<file path="src/hdl/icsum_pkg.sv">
`timescale 1ns / 1ps
// Shared types and constants for the streaming Internet checksum block.
// Has no dependencies; used by every module under hdl.
package icsum_pkg;

    localparam int DATA_W          = 8;
    localparam int MODE_W          = 2;
    localparam int SUM_W           = 16;
    localparam int COUNT_WIDTH_DEF = 16;

    localparam logic [SUM_W-1:0] SUM_MASK  = 16'hFFFF;
    localparam logic [SUM_W-1:0] HIGH_MASK = 16'hFF00;

    localparam logic [SUM_W-1:0] PROTO_UDP = 16'd17;
    localparam logic [SUM_W-1:0] PROTO_TCP = 16'd6;

    localparam logic [SUM_W-1:0] PSEUDO_HDR_BYTES = 16'd8;

    typedef enum logic [MODE_W-1:0] {
        MODE_IP  = 2'd0,
        MODE_UDP = 2'd1,
        MODE_TCP = 2'd2
    } t_mode;

    typedef struct packed {
        logic [DATA_W-1:0] data_byte;
        logic              last_byte;
        logic [MODE_W-1:0] mode;
    } t_item;

endpackage

</file>
<file path="src/hdl/icsum_in_stage.sv">
`timescale 1ns / 1ps
// Input register for the checksum block: holds one accepted byte transaction.
// Depends on icsum_pkg for the item type.
module icsum_in_stage (
    input  logic            i_clk,
    input  logic            i_rst_n,
    input  logic            i_valid,
    output logic            o_ready,
    input  icsum_pkg::t_item i_item,
    output logic            o_valid,
    output icsum_pkg::t_item o_item,
    input  logic            i_take
);
    import icsum_pkg::*;

    logic  r_valid;
    logic  n_valid;
    t_item r_item;
    logic  accept;

    assign o_ready = !r_valid || i_take;
    assign accept  = i_valid && o_ready;

    always_comb begin
        n_valid = r_valid;
        if (accept) begin
            n_valid = 1'b1;
        end else if (i_take) begin
            n_valid = 1'b0;
        end
    end

    always_ff @(posedge i_clk) begin
        if (!i_rst_n) begin
            r_valid <= 1'b0;
        end else begin
            r_valid <= n_valid;
        end
    end

    always_ff @(posedge i_clk) begin
        if (accept) begin
            r_item <= i_item;
        end
    end

    assign o_valid = r_valid;
    assign o_item  = r_item;

endmodule

</file>
<file path="src/hdl/icsum_core.sv">
`timescale 1ns / 1ps
// Checksum state and result register: folds each byte into the running sum
// and produces the final checksum on the last byte. Depends on icsum_pkg.
module icsum_core #(
    parameter int COUNT_WIDTH = icsum_pkg::COUNT_WIDTH_DEF
) (
    input  logic                        i_clk,
    input  logic                        i_rst_n,
    input  logic                        i_valid,
    input  icsum_pkg::t_item            i_item,
    output logic                        o_take,
    output logic                        o_out_valid,
    input  logic                        i_out_ready,
    output logic [icsum_pkg::SUM_W-1:0] o_checksum
);
    import icsum_pkg::*;

    logic [SUM_W-1:0]       r_sum;
    logic [DATA_W-1:0]      r_held;
    logic                   r_odd;
    logic [COUNT_WIDTH-1:0] r_count;
    logic                   r_out_valid;
    logic [SUM_W-1:0]       r_checksum;

    logic [SUM_W-1:0]       n_sum;
    logic [DATA_W-1:0]      n_held;
    logic                   n_odd;
    logic [COUNT_WIDTH-1:0] n_count;
    logic                   n_out_valid;

    logic [COUNT_WIDTH-1:0] len_term;
    logic [31:0]            len_wide;
    logic [SUM_W-1:0]       word;
    logic [SUM_W-1:0]       word_term;
    logic [SUM_W-1:0]       proto_term;
    logic [SUM_W-1:0]       len_lo;
    logic [SUM_W-1:0]       len_hi;
    logic                   pseudo;
    logic [SUM_W+2:0]       total;
    logic [SUM_W:0]         fold1;
    logic [SUM_W-1:0]       fold2;
    logic                   load_out;

    assign o_take   = i_valid && (!i_item.last_byte || !r_out_valid || i_out_ready);
    assign load_out = o_take && i_item.last_byte;

    assign n_count  = r_count + COUNT_WIDTH'(1);
    assign len_term = n_count - COUNT_WIDTH'(PSEUDO_HDR_BYTES);
    assign len_wide = 32'(len_term);

    // A pending high byte pairs with this byte; otherwise this byte is the
    // high half, padded with zero when it ends the region.
    assign word = r_odd ? {r_held, i_item.data_byte}
                        : ({i_item.data_byte, r_held} & HIGH_MASK);
    assign word_term = (r_odd || i_item.last_byte) ? word : '0;

    always_comb begin
        proto_term = '0;
        pseudo     = 1'b0;
        if (i_item.last_byte) begin
            case (t_mode'(i_item.mode))
                MODE_UDP: begin
                    proto_term = PROTO_UDP;
                    pseudo     = 1'b1;
                end
                MODE_TCP: begin
                    proto_term = PROTO_TCP;
                    pseudo     = 1'b1;
                end
                default: begin
                    proto_term = '0;
                    pseudo     = 1'b0;
                end
            endcase
        end
    end

    assign len_lo = pseudo ? len_wide[15:0]  : '0;
    assign len_hi = pseudo ? len_wide[31:16] : '0;

    assign total = (SUM_W+3)'(r_sum) + (SUM_W+3)'(word_term) + (SUM_W+3)'(proto_term)
                 + (SUM_W+3)'(len_lo) + (SUM_W+3)'(len_hi);
    assign fold1 = (SUM_W+1)'(total[SUM_W-1:0]) + (SUM_W+1)'(total[SUM_W+2:SUM_W]);
    assign fold2 = fold1[SUM_W-1:0] + SUM_W'(fold1[SUM_W]);

    always_comb begin
        n_sum  = r_sum;
        n_held = r_held;
        n_odd  = r_odd;
        if (o_take) begin
            if (i_item.last_byte) begin
                n_sum  = '0;
                n_held = '0;
                n_odd  = 1'b0;
            end else if (r_odd) begin
                n_sum  = fold2;
                n_held = '0;
                n_odd  = 1'b0;
            end else begin
                n_held = i_item.data_byte;
                n_odd  = 1'b1;
            end
        end
    end

    always_comb begin
        n_out_valid = r_out_valid;
        if (load_out) begin
            n_out_valid = 1'b1;
        end else if (i_out_ready) begin
            n_out_valid = 1'b0;
        end
    end

    always_ff @(posedge i_clk) begin
        if (!i_rst_n) begin
            r_sum       <= '0;
            r_held      <= '0;
            r_odd       <= 1'b0;
            r_count     <= '0;
            r_out_valid <= 1'b0;
        end else begin
            r_sum       <= n_sum;
            r_held      <= n_held;
            r_odd       <= n_odd;
            r_out_valid <= n_out_valid;
            if (o_take) begin
                r_count <= i_item.last_byte ? '0 : n_count;
            end
        end
    end

    always_ff @(posedge i_clk) begin
        if (load_out) begin
            r_checksum <= fold2 ^ SUM_MASK;
        end
    end

    assign o_out_valid = r_out_valid;
    assign o_checksum  = r_checksum;

`ifndef SYNTHESIS
    a_clear_after_last: assert property (@(posedge i_clk) disable iff (!i_rst_n)
        load_out |=> (r_count == '0) && !r_odd && (r_sum == '0))
        else $error("state not cleared after the last byte");

    a_held_zero_when_even: assert property (@(posedge i_clk) disable iff (!i_rst_n)
        !r_odd |-> (r_held == '0))
        else $error("held byte not zero without a pending word");

    a_count_parity: assert property (@(posedge i_clk) disable iff (!i_rst_n)
        r_count[0] == r_odd)
        else $error("byte count parity disagrees with word position");

    a_no_result_overwrite: assert property (@(posedge i_clk) disable iff (!i_rst_n)
        load_out |-> (!r_out_valid || i_out_ready))
        else $error("result register overwritten before it was taken");
`endif

endmodule

</file>
<file path="src/hdl/internet_checksum_stream.sv">
`timescale 1ns / 1ps
// Top level of the streaming Internet checksum block.
// Depends on icsum_pkg, icsum_in_stage and icsum_core.
//
// The block takes one byte per clock cycle, a sustained rate of one
// transaction per cycle with no gaps between regions, while the slave side
// does not stall. Each byte passes through an input register and is folded
// into the running ones' complement sum by a single five-term add with
// end-around carry, which sets the cycle. The core loads a region's checksum
// into the result register as it takes the last byte, and the next region's
// first byte may be accepted in that same cycle. The slave side stalls only
// when a finished checksum still waits in the result register and the byte
// in the input register is itself the last byte of the next region.
module internet_checksum_stream #(
    parameter int COUNT_WIDTH = icsum_pkg::COUNT_WIDTH_DEF
) (
    input  logic                         i_clk,
    input  logic                         i_rst_n,
    input  logic                         s_axis_tvalid,
    output logic                         s_axis_tready,
    input  logic [icsum_pkg::DATA_W-1:0] s_axis_tdata,   // data_byte
    input  logic                         s_axis_tlast,   // last_byte
    input  logic [icsum_pkg::MODE_W-1:0] s_axis_tuser,   // mode
    output logic                         m_axis_tvalid,
    input  logic                         m_axis_tready,
    output logic [icsum_pkg::SUM_W-1:0]  m_axis_tdata    // checksum
);
    import icsum_pkg::*;

    t_item in_item;
    t_item stage_item;
    logic  stage_valid;
    logic  stage_take;

    assign in_item.data_byte = s_axis_tdata;
    assign in_item.last_byte = s_axis_tlast;
    assign in_item.mode      = s_axis_tuser;

    icsum_in_stage u_in_stage (
        .i_clk   (i_clk),
        .i_rst_n (i_rst_n),
        .i_valid (s_axis_tvalid),
        .o_ready (s_axis_tready),
        .i_item  (in_item),
        .o_valid (stage_valid),
        .o_item  (stage_item),
        .i_take  (stage_take)
    );

    icsum_core #(
        .COUNT_WIDTH (COUNT_WIDTH)
    ) u_core (
        .i_clk       (i_clk),
        .i_rst_n     (i_rst_n),
        .i_valid     (stage_valid),
        .i_item      (stage_item),
        .o_take      (stage_take),
        .o_out_valid (m_axis_tvalid),
        .i_out_ready (m_axis_tready),
        .o_checksum  (m_axis_tdata)
    );

endmodule
</file>
<file path="config.mk">
export PLATFORM = sky130hd
export DESIGN_NAME = internet_checksum_stream
export DESIGN_NICKNAME = d
export VERILOG_FILES = /design/src/hdl/icsum_pkg.sv /design/src/hdl/icsum_in_stage.sv /design/src/hdl/icsum_core.sv /design/src/hdl/internet_checksum_stream.sv
export SDC_FILE = /design/constraint.sdc
export NUM_CORES = 1
export LEC_CHECK = 0
export BUFFER_PORTS_ARGS = -buffer_cell sky130_fd_sc_hd__buf_2
export CAP_MARGIN = 25
export CORE_AREA = 10 10 131 133
export DETAILED_ROUTE_END_ITERATION = 10
export DIE_AREA = 0 0 141 143
export GPL_ROUTABILITY_DRIVEN = 1
export PLACE_DENSITY = 0.53
export SLEW_MARGIN = 20
export SYNTH_ARGS = -nofsm -noshare
export SYNTH_HDL_FRONTEND = slang
export SYNTH_SLANG_ARGS = --single-unit
</file>
<file path="constraint.sdc">
create_clock -name i_clk -period 10.55 [get_ports i_clk]
set_input_delay 0 -clock i_clk [delete_from_list [all_inputs] [get_ports i_clk]]
set_output_delay 0 -clock i_clk [all_outputs]
set_load 0.005 [all_outputs]
</file>
==> impl_metrics.tcl <==
set metrics [dict create \
    status "completed" \
    gp_congestion 0.902 \
    drt_iter0_markers 278 \
    cp.arrival_ns 9.20 \
    end_kind "register" \
    synth_seq_cells 70 \
    syn_area_sq_um 5680 \
    die_y_microns 143 \
    synth_top_area_share_pct 15.1 \
    grt_pass1_wl_microns 23800 \
    synth_cells 643 \
    die_w_microns 141 \
    synth_area_per_cell_sq_um 8.84 \
    power_leakage_nw 2.73 \
    clk_pin_slew_ns 0.06 \
    row_count 44 \
    yosys.area_share.simple_pct 22.6 \
    synth-main-ff-cell "dfxtp_1" \
    period_needed_ns 9.11 \
    post_synth_fa_ha_maj_area_fraction_pct 13.9 \
    synth_top_family_by_area "simple AND/OR/NAND/NOR gates" \
    cts_sinks 70 \
    cts-root-buf "clkbuf_16" \
    fin_crit_sh_pct 86.4 \
    drive_above_1_share_pct 12.0 \
    hold_class "input port to register" \
    wirelength_microns 14600 \
    grt_pass1_vias 4614 \
    cpPeakStageDelay_ns 0.74 \
    power_density_nw_per_um2 118 \
    tightest_slew_ns 1.00 \
    yosysUniqueCellTypes 73 \
    grt_max_degree 46 \
    clock_latency_ns 0.35 \
    ioPinCount 33 \
    muxShareOfSynthArea_pct 0.727 \
    overflow 0 \
    path_max_fanout 17 \
    slew_headroom_pct 33.0 \
    nets 753 \
    cts_max_path_buffers 2 \
    critPathKind "register to register" \
    synthArstFlopShare_pct 0 \
    ys_seq_area_share_pct 29.4 \
    final-max-slew-violation-count 0 \
    portBuffers 32 \
    setup_viol 0 \
    slowest_stage "edfxtp_1" \
    synth_area_leaders "dfxtp_1 15%, edfxtp_1 14%, ha_1 11%, xnor2_1 5.2%, xor2_1 3.5%" \
    cts_tree "done" \
    fin_skew_ns 0.00464 \
    drtPass1Iterations 5 \
    critPathLaunchType "register" \
    die_area_sq_um 20200 \
    synth_top_area_cell "dfxtp_1" \
    antenna_left 0 \
    vias 4823 \
    report.final.hold_viol_count 0 \
    max_freq_mhz 110 \
    antenna_found_initial 0 \
    area_growth_pct 13.3 \
    crit_required_ns 10.64 \
    synth-edff-count 27 \
    cap_violations 0 \
    dp.cells 839 \
    ys_warn_count 0 \
    vdd_drop_max_uv 86.6 \
    tns_ns 0 \
    via_per_inst 5.56 \
    drc 0 \
    floorplan.initialDensity_pct 39.4 \
    rsz0062_at_grt "false" \
    fin_cells 868 \
    diodes 0 \
    syn-num-nets 717 \
    synth-compound-area-share_pct 19.9 \
    wl_per_cell_microns 16.8 \
    cts_buffers 9 \
    final_cell_mix "52 x ha_1, 44 x nor2_1, 43 x dfxtp_1, 41 x nand2_1, 34 x xnor2_1" \
    core_sq_um 14400 \
    layout_commonest_cell "ha_1" \
    cp_common_cell "ha_1" \
    nFillCells 1431 \
    gr-usage-all-layers_pct 14.7 \
    htree_levels 3 \
    dp_hpwl_microns 11300 \
    synthXorXnorAreaFrac_pct 10.0 \
]
[per-stage QoR]
step / setup slack [ns] / utilization, % / power [mW] / hold slack [ns] / area (sq um)
floorplan: 2.68 / - / 0.406 / 0.0989 / 5680
global placement: 1.83 / 41.5 / 0.444 / 0.177 / 5990
detailed placement: 1.49 / 41.6 / 0.445 / 0.178 / 6000
CTS: 1.42 / 44.5 / 0.766 / 0.00941 / 6420
global route: 0.506 / 44.6 / 0.789 / 0.0363 / 6440
finish: 1.44 / 44.6 / 0.757 / 0.0215 / 6440
[cells in the mapped netlist (all sizes together) (11+ instances only)]
cell	n
nor3	14
edfxtp	27
xor2	25
inv	26
clkbuf	18
o21ai	36
and3	18
ha	52
a22oi	14
nor2b	29
and2	22
dfxtp	43
nand3	26
nor2	45
a21o	11
nand4	11
nand2	41
a21oi	29
xnor2	35
[metal layers]
layer | wire (microns) | GRT usage, % | share of wire, %
met5 | 0 | 0 | 0
met4 | 228 | 5.00 | 1.6
met3 | 684 | 3.42 | 4.7
met2 | 6850 | 23.6 | 47
met1 | 6850 | 18.8 | 47
[state kept, by name (all words and copies together) (netlist names)]
signal,cells
u_core.o_checksum,16
u_core.o_out_valid,1
u_core.r_count,16
u_core.r_held,8
u_core.r_odd,1
u_core.r_sum,16
u_in_stage.o_item,11
u_in_stage.o_valid,1
[layout make-up]
cell class                      instances  area [sq um]  share of cell area (%)
Multi-Input combinational cell        525          3820                    59.4
Sequential cell                        70          1670                    26.0
Timing Repair Buffer                   47           308                    4.78
Tap cell                              184           230                    3.58
Clock buffer                            9           225                    3.50
Inverter                               26          97.6                    1.52
Clock inverter                          7          80.1                    1.24
[timing repair]
| action | CTS | global route |
|---|---|---|
| setup buffers | 0 | 0 |
| gates resized for setup | 0 | 0 |
| endpoints found under the hold margin | 12 | 0 |
| hold buffers | 12 | 0 |
| setup endpoints to repair | 0 | 0 |
[path summary, 6_finish.rpt]
| kind | startpoint | end | slack (ns) | depth (start not counted) |
|---|---|---|---|---|
| worst max-delay path | u_in_stage.o_item[2]$_DFFE_PP_ | u_core.o_checksum[14]$_DFFE_PP_ | 1.44 | 34 |
| worst min-delay path | m_axis_tready | u_core.o_out_valid$_SDFFE_PN0P_ | 0.02 | 3 |
| worst max register to register | u_in_stage.o_item[2]$_DFFE_PP_ | u_core.o_checksum[14]$_DFFE_PP_ | 1.44 | 34 |
| worst min register to register | u_core.r_sum[15]$_SDFFE_PN0P_ | u_core.r_sum[15]$_SDFFE_PN0P_ | 0.51 | 2 |
[critical path: cells and delay by family, from the launching register on]
family / cells / cell delay, ns
xor gates and xnor gates: 2 / 0.35
adders and majority gates: 7 / 1.79
DFF: 1 / 0.74
AOI/OAI and AO/OA: 8 / 2.03
and+or+nand+nor: 16 / 3.70
buffers and inverters: 1 / 0.23
[report_power, final]
part / switching [mW] / internal (mW)
registers: 0.00599 / 0.291
clock network: 0.128 / 0.186
logic: 0.0882 / 0.0576
total: 0.223 / 0.535
[kinds of logic after synthesis]
logic type      Yosys count
simple gates            239
compound gates          162
flops                    70
xor+xnor                 61
fa+ha+maj                59
buf+inv                  48
mux                       4
(Power assumes the default switching activity.)
